[config.mk]
export PLATFORM = sky130hd
export DESIGN_NAME = fixed_step_tick_scheduler_core
export DESIGN_NICKNAME = d
export VERILOG_FILES = /design/src/hdl/tsch_pkg.sv /design/src/hdl/tsch_div.sv /design/src/hdl/tsch_dp.sv /design/src/hdl/tsch_ctrl.sv /design/src/hdl/fixed_step_tick_scheduler_core.sv
export SDC_FILE = /design/constraint.sdc
export NUM_CORES = 2
export LEC_CHECK = 0
export CAP_MARGIN = 10
export CORE_MARGIN = 1.5
export CORE_UTILIZATION = 40
export DETAILED_ROUTE_END_ITERATION = 10
export DONT_BUFFER_PORTS = 1
export GPL_TIMING_DRIVEN = 0
export PLACE_DENSITY = 0.66
export SLEW_MARGIN = 20
export SYNTH_ARGS = -nofsm -noshare
export SYNTH_HDL_FRONTEND = slang
export SYNTH_SLANG_ARGS = --single-unit
[constraint.sdc]
create_clock -name i_clk -period 12.1 [get_ports i_clk]
set_clock_uncertainty 0.2 [all_clocks]
set_input_delay 1.815 -clock i_clk [delete_from_list [all_inputs] [get_ports i_clk]]
set_output_delay 1.815 -clock i_clk [all_outputs]
set_load 0.02 [all_outputs]
[src/hdl/tsch_pkg.sv]
package tsch_pkg;

    localparam int NOW_W     = 64;
    localparam int TICKS_W   = 8;
    localparam int STEP_W    = 21;
    localparam int ALPHA_W   = 16;
    localparam int CAP_W     = 8;
    localparam int THR_W     = 32;
    localparam int FSEL_W    = 4;
    localparam int SPEED_W   = 10;
    localparam int DELTA_W   = 32;
    localparam int PROD_W    = DELTA_W + SPEED_W;
    localparam int SPEED_SH  = 8;

    localparam logic [SPEED_W-1:0] SPEED_MIN = 10'd256;
    localparam logic [SPEED_W-1:0] SPEED_MAX = 10'd512;

    localparam int CFG_IDX_W  = 8;
    localparam int CFG_DATA_W = 32;

    localparam logic [CFG_IDX_W-1:0] CFG_MAX_CATCH_UP  = 8'd0;
    localparam logic [CFG_IDX_W-1:0] CFG_SUSPEND_THR   = 8'd1;
    localparam logic [CFG_IDX_W-1:0] CFG_FRAME_RATE    = 8'd2;
    localparam logic [CFG_IDX_W-1:0] CFG_SPEED_FACTOR  = 8'd3;

    localparam logic [CAP_W-1:0]   RST_MAX_CATCH_UP = 8'd1;
    localparam logic [THR_W-1:0]   RST_SUSPEND_THR  = 32'd0;
    localparam logic [FSEL_W-1:0]  RST_FRAME_RATE   = 4'd1;
    localparam logic [SPEED_W-1:0] RST_SPEED_FACTOR = 10'd256;

    typedef enum logic [1:0] {
        DS_TICK  = 2'd0,
        DS_ALPHA = 2'd1,
        DS_DEAD  = 2'd2
    } t_div_sel;

    typedef struct packed {
        logic     capture;
        logic     check;
        logic     mul;
        logic     div_start;
        t_div_sel div_sel;
        logic     store_tick;
        logic     store_alpha;
        logic     store_dead;
        logic     load_out;
    } t_cmd;

    typedef struct packed {
        logic skip;
        logic div_done;
    } t_stat;

endpackage

[src/hdl/tsch_div.sv]
module tsch_div #(
    parameter int NUM_W = 34,
    parameter int DEN_W = 21,
    parameter int CNT_W = 6
) (
    input  logic             i_clk,
    input  logic             i_rst_n,
    input  logic             i_start,
    input  logic [DEN_W-1:0] i_rem,
    input  logic [NUM_W-1:0] i_num,
    input  logic [CNT_W-1:0] i_cnt,
    input  logic [DEN_W-1:0] i_den,
    output logic [NUM_W-1:0] o_quo,
    output logic [DEN_W-1:0] o_rem,
    output logic             o_done
);

    logic             r_busy;
    logic             r_done;
    logic [CNT_W-1:0] r_cnt;
    logic [NUM_W-1:0] r_quo;
    logic [DEN_W-1:0] r_rem;
    logic [DEN_W-1:0] r_den;
    logic [DEN_W:0]   w_trial;
    logic             w_fit;

    assign w_trial = {r_rem, r_quo[NUM_W-1]};
    assign w_fit   = (w_trial >= {1'b0, r_den});

    always_ff @(posedge i_clk) begin
        if (!i_rst_n) begin
            r_busy <= 1'b0;
            r_done <= 1'b0;
            r_cnt  <= '0;
        end else begin
            r_done <= 1'b0;
            if (i_start) begin
                r_busy <= 1'b1;
                r_cnt  <= i_cnt;
            end else if (r_busy) begin
                r_cnt <= r_cnt - 1'b1;
                if (r_cnt == CNT_W'(1)) begin
                    r_busy <= 1'b0;
                    r_done <= 1'b1;
                end
            end
        end
    end

    always_ff @(posedge i_clk) begin
        if (i_start) begin
            r_quo <= i_num;
            r_rem <= i_rem;
            r_den <= i_den;
        end else if (r_busy) begin
            r_quo <= {r_quo[NUM_W-2:0], w_fit};
            r_rem <= w_fit ? DEN_W'(w_trial - {1'b0, r_den}) : w_trial[DEN_W-1:0];
        end
    end

    assign o_quo  = r_quo;
    assign o_rem  = r_rem;
    assign o_done = r_done;

endmodule

[src/hdl/tsch_dp.sv]
module tsch_dp #(
    parameter int HALF_FRAME_UNITS = 65536
) (
    input  logic                             i_clk,
    input  logic                             i_rst_n,
    input  tsch_pkg::t_cmd                   i_cmd,
    output tsch_pkg::t_stat                  o_stat,
    input  logic [tsch_pkg::NOW_W-1:0]       i_now,
    input  logic                             i_cfg_we,
    input  logic [tsch_pkg::CFG_IDX_W-1:0]   i_cfg_index,
    input  logic [tsch_pkg::CFG_DATA_W-1:0]  i_cfg_data,
    output logic [tsch_pkg::TICKS_W-1:0]     o_ticks,
    output logic [tsch_pkg::STEP_W-1:0]      o_step_period,
    output logic [tsch_pkg::ALPHA_W-1:0]     o_alpha,
    output logic [tsch_pkg::NOW_W-1:0]       o_next_deadline,
    output logic [tsch_pkg::NOW_W-1:0]       o_discarded_total
);

    import tsch_pkg::*;

    localparam int PERIOD_MAX = 30 * HALF_FRAME_UNITS;
    localparam int PERIOD_W   = $clog2(PERIOD_MAX + 1);
    localparam int TOT_W      = ((PERIOD_W > PROD_W - SPEED_SH - 1) ?
                                 PERIOD_W : (PROD_W - SPEED_SH - 1)) + 1;
    localparam int NUM_W      = TOT_W;
    localparam int DEAD_N     = PERIOD_W + SPEED_SH;
    localparam int DEAD_SH    = NUM_W - DEAD_N;
    localparam int CNT_W      = $clog2(NUM_W + 1);

    logic [CAP_W-1:0]    r_max;
    logic [THR_W-1:0]    r_thresh;
    logic [FSEL_W-1:0]   r_fsel;
    logic [SPEED_W-1:0]  r_speed;
    logic                r_init;
    logic [NOW_W-1:0]    r_last;
    logic [PERIOD_W-1:0] r_acc;
    logic [NOW_W-1:0]    r_discard;

    logic [NOW_W-1:0]    r_now;
    logic [NOW_W-1:0]    r_delta;
    logic                r_reinit;
    logic                r_skip;
    logic [PROD_W-1:0]   r_prod;
    logic [TICKS_W-1:0]  r_ticks;
    logic [ALPHA_W-1:0]  r_alpha;
    logic [NOW_W-1:0]    r_deadline;

    logic [TICKS_W-1:0]  r_out_ticks;
    logic [STEP_W-1:0]   r_out_step;
    logic [ALPHA_W-1:0]  r_out_alpha;
    logic [NOW_W-1:0]    r_out_deadline;
    logic [NOW_W-1:0]    r_out_discard;

    logic [PERIOD_W-1:0] w_period;
    logic [SPEED_W-1:0]  w_speed;
    logic [CAP_W-1:0]    w_cap;
    logic                n_skip;
    logic [TOT_W-1:0]    w_total;
    logic [PERIOD_W-1:0] w_gap;
    logic [TOT_W-1:0]    w_quo_tick;
    logic [TICKS_W-1:0]  w_ticks;

    logic [PERIOD_W-1:0] w_div_rem_in;
    logic [NUM_W-1:0]    w_div_num;
    logic [CNT_W-1:0]    w_div_cnt;
    logic [PERIOD_W-1:0] w_div_den;
    logic [NUM_W-1:0]    w_div_quo;
    logic [PERIOD_W-1:0] w_div_rem;
    logic                w_div_done;

    always_comb begin
        if (r_fsel == '0) begin
            w_period = PERIOD_W'(HALF_FRAME_UNITS);
        end else begin
            w_period = PERIOD_W'(PERIOD_W'(r_fsel) * PERIOD_W'(2 * HALF_FRAME_UNITS));
        end
        if (r_speed < SPEED_MIN) begin
            w_speed = SPEED_MIN;
        end else if (r_speed > SPEED_MAX) begin
            w_speed = SPEED_MAX;
        end else begin
            w_speed = r_speed;
        end
    end

    assign w_cap      = (r_max == '0) ? CAP_W'(1) : r_max;
    assign n_skip     = r_reinit || (r_delta >= NOW_W'(r_thresh));
    assign w_total    = TOT_W'(r_acc) + TOT_W'(r_prod >> SPEED_SH);
    assign w_gap      = w_period - r_acc;
    assign w_quo_tick = w_div_quo[TOT_W-1:0];
    assign w_ticks    = (w_quo_tick >= TOT_W'(w_cap)) ? w_cap : w_quo_tick[TICKS_W-1:0];

    always_comb begin
        w_div_rem_in = '0;
        w_div_num    = '0;
        w_div_cnt    = CNT_W'(NUM_W);
        w_div_den    = w_period;
        case (i_cmd.div_sel)
            DS_TICK: begin
                w_div_num = NUM_W'(w_total);
                w_div_cnt = CNT_W'(NUM_W);
            end
            DS_ALPHA: begin
                w_div_rem_in = w_div_rem;
                w_div_cnt    = CNT_W'(ALPHA_W);
            end
            DS_DEAD: begin
                w_div_num = NUM_W'({w_gap, {SPEED_SH{1'b0}}}) << DEAD_SH;
                w_div_cnt = CNT_W'(DEAD_N);
                w_div_den = PERIOD_W'(w_speed);
            end
            default: begin
                w_div_cnt = CNT_W'(NUM_W);
            end
        endcase
    end

    tsch_div #(
        .NUM_W (NUM_W),
        .DEN_W (PERIOD_W),
        .CNT_W (CNT_W)
    ) u_div (
        .i_clk   (i_clk),
        .i_rst_n (i_rst_n),
        .i_start (i_cmd.div_start),
        .i_rem   (w_div_rem_in),
        .i_num   (w_div_num),
        .i_cnt   (w_div_cnt),
        .i_den   (w_div_den),
        .o_quo   (w_div_quo),
        .o_rem   (w_div_rem),
        .o_done  (w_div_done)
    );

    always_ff @(posedge i_clk) begin
        if (!i_rst_n) begin
            r_max     <= RST_MAX_CATCH_UP;
            r_thresh  <= RST_SUSPEND_THR;
            r_fsel    <= RST_FRAME_RATE;
            r_speed   <= RST_SPEED_FACTOR;
            r_init    <= 1'b0;
            r_last    <= '0;
            r_acc     <= '0;
            r_discard <= '0;
        end else begin
            if (i_cfg_we) begin
                case (i_cfg_index)
                    CFG_MAX_CATCH_UP: begin
                        r_max  <= i_cfg_data[CAP_W-1:0];
                        r_init <= 1'b0;
                    end
                    CFG_SUSPEND_THR: begin
                        r_thresh <= i_cfg_data[THR_W-1:0];
                        r_init   <= 1'b0;
                    end
                    CFG_FRAME_RATE: begin
                        r_fsel <= i_cfg_data[FSEL_W-1:0];
                        r_init <= 1'b0;
                    end
                    CFG_SPEED_FACTOR: begin
                        r_speed <= i_cfg_data[SPEED_W-1:0];
                        r_init  <= 1'b0;
                    end
                    default: begin
                    end
                endcase
            end
            if (i_cmd.check) begin
                r_init <= 1'b1;
                r_last <= r_now;
            end
            if (i_cmd.mul && n_skip) begin
                r_acc <= '0;
            end
            if (i_cmd.store_tick) begin
                r_acc     <= w_div_rem;
                r_discard <= r_discard + (NOW_W'(w_quo_tick) - NOW_W'(w_ticks));
            end
        end
    end

    always_ff @(posedge i_clk) begin
        if (i_cmd.capture) begin
            r_now <= i_now;
        end
        if (i_cmd.check) begin
            r_delta  <= r_now - r_last;
            r_reinit <= !r_init || (r_now < r_last);
        end
        if (i_cmd.mul) begin
            r_prod <= PROD_W'(r_delta[DELTA_W-1:0]) * PROD_W'(w_speed);
            r_skip <= n_skip;
            if (n_skip) begin
                r_ticks <= '0;
                r_alpha <= '0;
            end
        end
        if (i_cmd.store_tick) begin
            r_ticks <= w_ticks;
        end
        if (i_cmd.store_alpha) begin
            r_alpha <= w_div_quo[ALPHA_W-1:0];
        end
        if (i_cmd.store_dead) begin
            r_deadline <= r_now + NOW_W'(w_div_quo[PERIOD_W-1:0]);
        end
        if (i_cmd.load_out) begin
            r_out_ticks    <= r_ticks;
            r_out_step     <= STEP_W'(w_period);
            r_out_alpha    <= r_alpha;
            r_out_deadline <= r_deadline;
            r_out_discard  <= r_discard;
        end
    end

    assign o_stat.skip     = r_skip;
    assign o_stat.div_done = w_div_done;

    assign o_ticks           = r_out_ticks;
    assign o_step_period     = r_out_step;
    assign o_alpha           = r_out_alpha;
    assign o_next_deadline   = r_out_deadline;
    assign o_discarded_total = r_out_discard;

endmodule

[src/hdl/tsch_ctrl.sv]
module tsch_ctrl (
    input  logic            i_clk,
    input  logic            i_rst_n,
    input  logic            i_in_valid,
    output logic            o_in_stall,
    output logic            o_out_valid,
    input  logic            i_out_stall,
    output tsch_pkg::t_cmd  o_cmd,
    input  tsch_pkg::t_stat i_stat
);

    import tsch_pkg::*;

    typedef enum logic [7:0] {
        S_IDLE  = 8'b0000_0001,
        S_CHECK = 8'b0000_0010,
        S_MUL   = 8'b0000_0100,
        S_ADD   = 8'b0000_1000,
        S_TICK  = 8'b0001_0000,
        S_ALPHA = 8'b0010_0000,
        S_DEAD  = 8'b0100_0000,
        S_FIN   = 8'b1000_0000
    } t_state;

    t_state r_state;
    t_state n_state;
    logic   r_out_valid;
    logic   n_out_valid;
    t_cmd   w_cmd;

    always_comb begin
        w_cmd       = '0;
        n_state     = r_state;
        n_out_valid = r_out_valid && i_out_stall;
        case (r_state)
            S_IDLE: begin
                if (i_in_valid) begin
                    w_cmd.capture = 1'b1;
                    n_state       = S_CHECK;
                end
            end
            S_CHECK: begin
                w_cmd.check = 1'b1;
                n_state     = S_MUL;
            end
            S_MUL: begin
                w_cmd.mul = 1'b1;
                n_state   = S_ADD;
            end
            S_ADD: begin
                w_cmd.div_start = 1'b1;
                if (i_stat.skip) begin
                    w_cmd.div_sel = DS_DEAD;
                    n_state       = S_DEAD;
                end else begin
                    w_cmd.div_sel = DS_TICK;
                    n_state       = S_TICK;
                end
            end
            S_TICK: begin
                if (i_stat.div_done) begin
                    w_cmd.store_tick = 1'b1;
                    w_cmd.div_start  = 1'b1;
                    w_cmd.div_sel    = DS_ALPHA;
                    n_state          = S_ALPHA;
                end
            end
            S_ALPHA: begin
                if (i_stat.div_done) begin
                    w_cmd.store_alpha = 1'b1;
                    w_cmd.div_start   = 1'b1;
                    w_cmd.div_sel     = DS_DEAD;
                    n_state           = S_DEAD;
                end
            end
            S_DEAD: begin
                if (i_stat.div_done) begin
                    w_cmd.store_dead = 1'b1;
                    n_state          = S_FIN;
                end
            end
            S_FIN: begin
                if (!r_out_valid || !i_out_stall) begin
                    w_cmd.load_out = 1'b1;
                    n_out_valid    = 1'b1;
                    n_state        = S_IDLE;
                end
            end
            default: begin
                n_state = S_IDLE;
            end
        endcase
    end

    always_ff @(posedge i_clk) begin
        if (!i_rst_n) begin
            r_state     <= S_IDLE;
            r_out_valid <= 1'b0;
        end else begin
            r_state     <= n_state;
            r_out_valid <= n_out_valid;
        end
    end

    assign o_cmd       = w_cmd;
    assign o_in_stall  = (r_state != S_IDLE);
    assign o_out_valid = r_out_valid;

    a_accept_starts: assert property (@(posedge i_clk) disable iff (!i_rst_n)
        (i_in_valid && !o_in_stall) |=> (r_state == S_CHECK))
        else $error("Accepted item did not start processing.");

    a_done_in_div: assert property (@(posedge i_clk) disable iff (!i_rst_n)
        i_stat.div_done |-> (r_state == S_TICK || r_state == S_ALPHA || r_state == S_DEAD))
        else $error("Divider finished outside a divide state.");

    a_load_free: assert property (@(posedge i_clk) disable iff (!i_rst_n)
        w_cmd.load_out |=> (o_out_valid && $past(!r_out_valid || !i_out_stall)))
        else $error("Result loaded over an untaken result.");

    a_fin_to_idle: assert property (@(posedge i_clk) disable iff (!i_rst_n)
        (r_state == S_FIN && !r_out_valid) |=> (r_state == S_IDLE))
        else $error("Finished item did not reach the output register.");

endmodule

[src/hdl/fixed_step_tick_scheduler_core.sv]
// Fixed-timestep tick scheduler.
// Input channel: i_in_valid / o_in_stall carry one timestamp item on i_now.
// Output channel: o_out_valid / i_out_stall carry one result item per input:
// tick count, step period, interpolation fraction, next deadline and the
// running count of ticks dropped by the catch-up cap.
// Configuration: i_cfg_valid / o_cfg_ready with i_cfg_index and i_cfg_data.
// Index 0 is the catch-up cap, 1 the suspend threshold, 2 the frame rate
// select and 3 the speed factor; other indexes are ignored.
// A normal item passes through check, multiply and add, then the tick count,
// fraction and deadline divisions, and then the output load.
// A re-initialising or suspended item skips the tick count and fraction divisions.
// The divisions use the shared serial divider, which produces one quotient
// bit per cycle for the tick count, the fraction and the deadline in turn.
// One item is processed at a time; a new item is taken as soon as the previous
// result has moved to the output register, even if it is not yet taken.
// While the receiver stalls, the result is held and the next finished result
// waits in the block. Reset restores the register defaults and clears time.
module fixed_step_tick_scheduler_core #(
    parameter int HALF_FRAME_UNITS = 65536
) (
    input  logic                             i_clk,
    input  logic                             i_rst_n,
    input  logic                             i_in_valid,
    output logic                             o_in_stall,
    input  logic [tsch_pkg::NOW_W-1:0]       i_now,
    output logic                             o_out_valid,
    input  logic                             i_out_stall,
    output logic [tsch_pkg::TICKS_W-1:0]     o_ticks,
    output logic [tsch_pkg::STEP_W-1:0]      o_step_period,
    output logic [tsch_pkg::ALPHA_W-1:0]     o_alpha,
    output logic [tsch_pkg::NOW_W-1:0]       o_next_deadline,
    output logic [tsch_pkg::NOW_W-1:0]       o_discarded_total,
    input  logic                             i_cfg_valid,
    output logic                             o_cfg_ready,
    input  logic [tsch_pkg::CFG_IDX_W-1:0]   i_cfg_index,
    input  logic [tsch_pkg::CFG_DATA_W-1:0]  i_cfg_data
);

    import tsch_pkg::*;

    t_cmd  w_cmd;
    t_stat w_stat;

    assign o_cfg_ready = 1'b1;

    tsch_ctrl u_ctrl (
        .i_clk       (i_clk),
        .i_rst_n     (i_rst_n),
        .i_in_valid  (i_in_valid),
        .o_in_stall  (o_in_stall),
        .o_out_valid (o_out_valid),
        .i_out_stall (i_out_stall),
        .o_cmd       (w_cmd),
        .i_stat      (w_stat)
    );

    tsch_dp #(
        .HALF_FRAME_UNITS (HALF_FRAME_UNITS)
    ) u_dp (
        .i_clk             (i_clk),
        .i_rst_n           (i_rst_n),
        .i_cmd             (w_cmd),
        .o_stat            (w_stat),
        .i_now             (i_now),
        .i_cfg_we          (i_cfg_valid && o_cfg_ready),
        .i_cfg_index       (i_cfg_index),
        .i_cfg_data        (i_cfg_data),
        .o_ticks           (o_ticks),
        .o_step_period     (o_step_period),
        .o_alpha           (o_alpha),
        .o_next_deadline   (o_next_deadline),
        .o_discarded_total (o_discarded_total)
    );

endmodule

Yosys cells after proc, flatten, opt, wreduce, memory -nomap -nowiden

Index checks and enable logic that the tools add are counted.

Divide/modulo/power cells: 0
Equality and inequality tests: 21
Shifts and indexed selects: 0
Multipliers: 1
Reduce and logical (&&, ||, !) cells: 31
Mux-type cells: 54
Bitwise logic cells: 2
Add/subtract/negate cells: 8
$lt $le $gt $ge: 6

Operator list:

| kind                                                            | count |
|---|---|
| 21-bit two-way mux                                              | 7 |
| 8-bit two-way mux                                               | 10 |
| 34-bit two-way mux                                              | 2 |
| 34-bit one-hot mux with 2 select lines                          | 1 |
| 64-bit by 21-bit adder with 64-bit output                       | 1 |
| 64-bit adder                                                    | 1 |
| 64-bit by 32-bit greater-or-equal comparator with 1-bit output  | 1 |
| 64-bit less-than comparator                                     | 1 |
| 8-bit one-hot mux with 8 select lines                           | 1 |
| 64-bit subtractor                                               | 1 |
| 16-bit two-way mux                                              | 3 |
| 32-bit by 10-bit multiplier with 42-bit output                  | 1 |
| 21-bit subtractor                                               | 2 |
| 34-bit by 8-bit subtractor with 35-bit output                   | 1 |
| 21-bit by 34-bit adder with 34-bit output                       | 1 |
| 34-bit by 8-bit greater-or-equal comparator with 1-bit output   | 1 |
| 10-bit two-way mux                                              | 3 |
| 8-bit by 2-bit == test with 1-bit output, second input constant | 3 |
| 22-bit by 21-bit greater-or-equal comparator with 1-bit output  | 1 |
| 1-bit two-way mux                                               | 19 |
| 8-bit by 1-bit == test with 1-bit output, second input constant | 2 |
| 8-bit logical NOT                                               | 2 |
| 2-bit AND reduction                                             | 8 |
| 2-bit nonzero test                                              | 8 |
| other kinds (31)                                                | 42 |

Register bits: 730
Memory bits (writable): 0
Output and inout port bits: 176
ROM bits: 0
Word-level logic and storage cells: 153
Bits in latches: 0
Memories kept: 0

Longest topological paths before layout

Depth in word-level cells: 6
Mapped depth: 43

Hierarchy

A second synthesis with hierarchy kept.

Cells, all modules: 4728
Area, all modules: 47718.3 sq um

By module, submodules not included:

| module                         | instances | seq. area each (sq um) | cells each | area an instance (sq um) |
|---|---|---|---|---|
| tsch_dp                        | 1         | 16365.7                | 4225       | 42208.0 |
| tsch_div                       | 1         | 2442.3                 | 422        | 4823.4 |
| tsch_ctrl                      | 1         | 180.2                  | 79         | 675.6 |
| fixed_step_tick_scheduler_core | 1         | 0.0                    | 2          | 11.3 |

Worst setup path before layout

OpenSTA, ideal clock, no wires.

Path kind: in2reg
Start: input port i_out_stall
End: register u_dp.r_out_alpha[0] (netlist: u_dp.o_alpha[0]) (enable)
Arrival time: 9.192 ns
Path slack: 1.982 ns
Stages on the path: 1
Required time: 11.174 ns
Buffers on the path: 0
Cells stage by stage: a21oi_1

Longest elaborated chain between the ends: 4

Ends and longest elaborated chain:

| element              | RTL line                             | source |
|---|---|---|
| start, declared      | fixed_step_tick_scheduler_core.sv:27 | `input logic i_out_stall,` |
| 1-bit logical NOT    | tsch_ctrl.sv:83                      | `if (!r_out_valid \|\| !i_out_stall) begin` |
| 1-bit logical OR     | tsch_ctrl.sv:83                      |  |
| 1-bit two-way mux    | tsch_ctrl.sv:83                      |  |
| 1-bit two-way mux    | tsch_ctrl.sv:35                      | `case (r_state)` |
| end signal, assigned | tsch_dp.sv:210                       | `r_out_alpha <= r_alpha;` |
| end, declared        | tsch_dp.sv:50                        | `logic [ALPHA_W-1:0] r_out_alpha;` |

Every way passes these cells.
A chain may end at the register's enable or synchronous reset.

Final worst setup path

Start: register u_dp.r_max[3]
End: register u_dp.r_discard[60]

Longest elaborated chain between the ends: 6

Ends and longest elaborated chain:

| element                                                       | RTL line       | source |
|---|---|---|
| start, declared                                               | tsch_dp.sv:30  | `logic [CAP_W-1:0] r_max;` |
| start signal, assigned                                        | tsch_dp.sv:149 | `r_max <= i_cfg_data[CAP_W-1:0];` |
| 8-bit logical NOT                                             | tsch_dp.sv:86  | `assign w_cap = (r_max == '0) ? CAP_W'(1) : r_max;` |
| 8-bit two-way mux (*)                                         | tsch_dp.sv:86  |  |
| 34-bit by 8-bit greater-or-equal comparator with 1-bit output | tsch_dp.sv:91  | `assign w_ticks = (w_quo_tick >= TOT_W'(w_cap)) ? w_cap : w_quo_tick[TICKS_W-1:0];` |
| 8-bit two-way mux (*)                                         | tsch_dp.sv:91  |  |
| 34-bit by 8-bit subtractor with 35-bit output (*)             | tsch_dp.sv:177 | `r_discard <= r_discard + (NOW_W'(w_quo_tick) - NOW_W'(w_ticks));` |
| 64-bit adder (*)                                              | tsch_dp.sv:177 |  |
| end signal, assigned                                          | tsch_dp.sv:177 |  |
| end, declared                                                 | tsch_dp.sv:37  | `logic [NOW_W-1:0] r_discard;` |

Every way passes the cells marked *; elsewhere a longest branch is shown, timed or not.

==> results.md <==
- Status: completed
- P&R area growth vs syn: 11.0%
- Clk root buf: clkbuf_16
- Maximum clock frequency: 100 MHz
- Complex-gate fraction of the synthesized area: 12.9%
- Total Routing Usage GR: 21.0%
- DRT met1 WL: between 50000 and 60000 um
- Power share of the combinational group: 7.4%
- Length of the first detailed-routing pass in iterations: 5
- Reg-to-reg critical path endpoint: u_dp.r_discard[60]
- Slowest stage cell, crit path: nor4_4
- FP Rows: ~120
- Layout cells sized above 1: under 10%
- Clock sink count: 700
- Clock Tree Buf Depth: 3
- Tcrit/Tclk final: 82.3%
- PwrDens: 108 mW/mm^2
- GP Congestion: 0.938
- Slew Limit Fails: 0
- Final ANT Viol Nets: 0
- Worst hold slack: about 0.19 ns
- R2R depth: 42
- Setup TNS: 0 ns
- Max-cap viol count: 0
- Net switching power: ~1.3 mW
- Met3 wire length: 9090 um
- Initial Util: 40.3%
- Mean Syn Cell Area: 9.99 sq um
- Initial DRC count: 2361
- CP required: 12.44 ns
- Int Power: 4.18 mW
- Power consumption: 5.51 mW
- Tmin final: 9.96 ns
- Syn. warnings: 0
- Vias: 33992
- Main combinational cell family by area after synthesis: adder cells
- Reg power frac: 47.8%
- Xor/xnor share of the synthesized area: 5.53%
- Post-synth EDFFs: 479
- Crit-path max FO: 8
- Worst-path clk slew: approximately 0.060 ns
- #FFs+latches synth: 700
- DR WL met2: 60000 um
- HP Class: flip-flop to flip-flop
- Slowest Stage Delay on Critical Path: 0.70 ns
- Sw frac: 24.1%
- Vias per Instance: 5.39
- DRC errors left: 0
- Post_cts resized: 0
- Die Wd: roughly 340 um
- RSZ-0062 raised after global routing: no
- Synth Cell Area: 0.0461 sq mm
- Mapped Cells: approximately 4600
- Post-CTS Repair Setup Buffers: 0
- Total routed wirelength: 125000 um
- Most common cell after layout, fill and taps aside: nand2_1
- FFs w/ async S/R, synth: 0%
- Largest net degree at the start of global routing: 55
- Vias in the first global route: 33157
- Num CTS Buffers: between 70 and 80
- Multiplexer share of the synthesized area: 0.763%
- Post-cts hold buffer count: 0
- P_leak: 20.3 nW
- Gr ovfl total: 0
- First-pass GRT wire length: 191000 um
- Worst-skew pair later-pin latency: 0.69 ns
- Worst Hold Path Cells: 0
- Dominant register cell in the synthesized netlist: edfxtp_1
- Final Hold Viols: 0
- Register area share after synthesis: between 40% and 50%
- Clock network fraction of design power: 44.9%
- Highest routing layer actually used: met5
- H-tree depth: 3
- HP Start: u_dp.r_deadline[56]
- Synth Area in Simple Gates: ~16%
- Critical Path End Type: flip-flop
- R2r setup slk: roughly 2.1 ns
- Least-Margin Pin Slew: 1.22 ns
- Synth cell types: 83
- CORE AREA: 0.114 sq mm
- Most frequent CP cell: o21ai_0
- Initial antenna violation count: 11
- Slew Limit Headroom: 19.0%
- Reg2reg start: u_dp.r_max[3]
- DIE HEIGHT: 342 um
- WL/cell: 19.8 um
- Critical Path Source Type: flip-flop
- Final setup fails: 0
- Commonest non-fill, non-tap cells in the layout: 692 x nand2_1, 479 x edfxtp_1, 398 x inv_1, 319 x ha_1, 243 x fa_1
- Number of I/O port buffers: 0
- Full die area: 0.117 sq mm
- Ports: 285
- Setup CP Type: flip-flop to flip-flop
- CTS tree: yes
- Peak supply drop: approximately 0.000093 V
- DPL Wire Length: between 90000 and 100000 um
- Worst EP arrival: roughly 10 ns
- Synth Area in Adders: 19.2%
- Final net count: between 5000 and 6000
- Hold EP: u_dp.o_next_deadline[56]
==> synth_stat cells (51+ instances only) <==
master	number	area, sq um
nand2_1	692	2600
edfxtp_1	479	14400
inv_1	399	1500
ha_1	319	3990
fa_1	243	4860
dfxtp_1	221	4420
nor2_1	216	811
a21oi_1	196	981
o21ai_0	180	901
xnor2_1	170	1490
clkbuf_1	155	582
and2_1	136	851
a21o_1	131	983
xor2_1	121	1060
a21boi_0	117	878
nand2b_1	71	444
nor2b_1	71	444
nand3_1	67	335
nor3_1	66	330
and3_1	51	319
==> metal layers <==
metal	vias to the layer above	GRT usage, %
met5	-	0
met1	16616	26.7
met3	210	4.42
li1	16086	-
met2	1074	35.8
met4	6	6.42
==> power groups by stage <==
stage                     sequential, mW  clock, mW  combinational [mW]
after floorplan                     2.66          0               0.305
after global placement              2.69          0               0.395
after detailed placement            2.68          0               0.403
after CTS                           2.63       2.52               0.406
after global routing                2.63       2.60               0.452
final                               2.63       2.47               0.407
==> worst max-delay path, delay by kind of cell (launching register included) <==
family	cells	cell delay, ns
flip-flops	1	0.34
adder cells (fa/ha/maj)	3	0.78
XOR/XNOR	2	0.33
multiplexers	1	0.43
AND/OR/NAND/NOR	16	3.29
buffers and inverters	1	0.21
AO/OA/AOI/OAI	19	4.20
==> metrics by stage <==
step                cell area, sq um  utilization [%]  cells  setup slack, ns
detailed placement             48500             42.4   6161             1.95
floorplan                      46200                -   4631             1.98
finish                         51200             44.7   6312             2.14
global route                   51100             44.7   6308             1.50
global placement               48000             42.0   6143            -1.58
CTS                            51100             44.7   6307             1.83
==> cell type report <==
cell class | instances | area, sq um
Inverter | 399 | 1500
Clock buffer | 106 | 2130
Tap cell | 1512 | 1890
Clock inverter | 40 | 531
Timing Repair Buffer | 18 | 368
Sequential cell | 700 | 18800
Buffer | 206 | 845
Multi-Input combinational cell | 3326 | 25100
Fill cell | 10732 | 63200
Antenna cell | 5 | 12.5
==> logic make-up (layout without fill, tap and decap cells) <==
logic type / Yosys count / in the layout
xor+xnor: 291 / 291
simple gates: 1533 / 1533
mux: 35 / 35
buf+inv: 605 / 769
flops: 700 / 700
fa+ha+maj: 562 / 562
compound gates: 888 / 888
other cells: 2 / 22
==> flip-flops by register name, indices dropped and copies added (netlist names), 21 cells and up <==
signal / count
u_dp.u_div.o_rem: 21
u_dp.r_acc: 21
u_dp.r_thresh: 32
u_dp.r_now: 64
u_dp.u_div.o_quo: 34
u_dp.r_prod: 34
u_dp.r_deadline: 64
u_dp.r_delta: 64
u_dp.o_next_deadline: 64
u_dp.r_discard: 64
u_dp.r_last: 64
u_dp.o_discarded_total: 64
==> worst max path at each step <==
stage,start,to,slack (ns),depth (start not counted)
after global routing,u_dp.r_max[3],u_dp.r_discard[60],1.50,42
after CTS,u_dp.r_max[3],u_dp.r_discard[60],1.83,42
final,u_dp.r_max[3],u_dp.r_discard[60],2.14,42
after detailed placement,u_dp.r_max[3],u_dp.r_discard[60],1.95,42
after floorplan,i_out_stall,u_dp.o_alpha[0],1.98,1
after global placement,i_out_stall,u_dp.o_step_period[16],-1.58,1
Note: power is estimated with default switching activity, not from simulation.
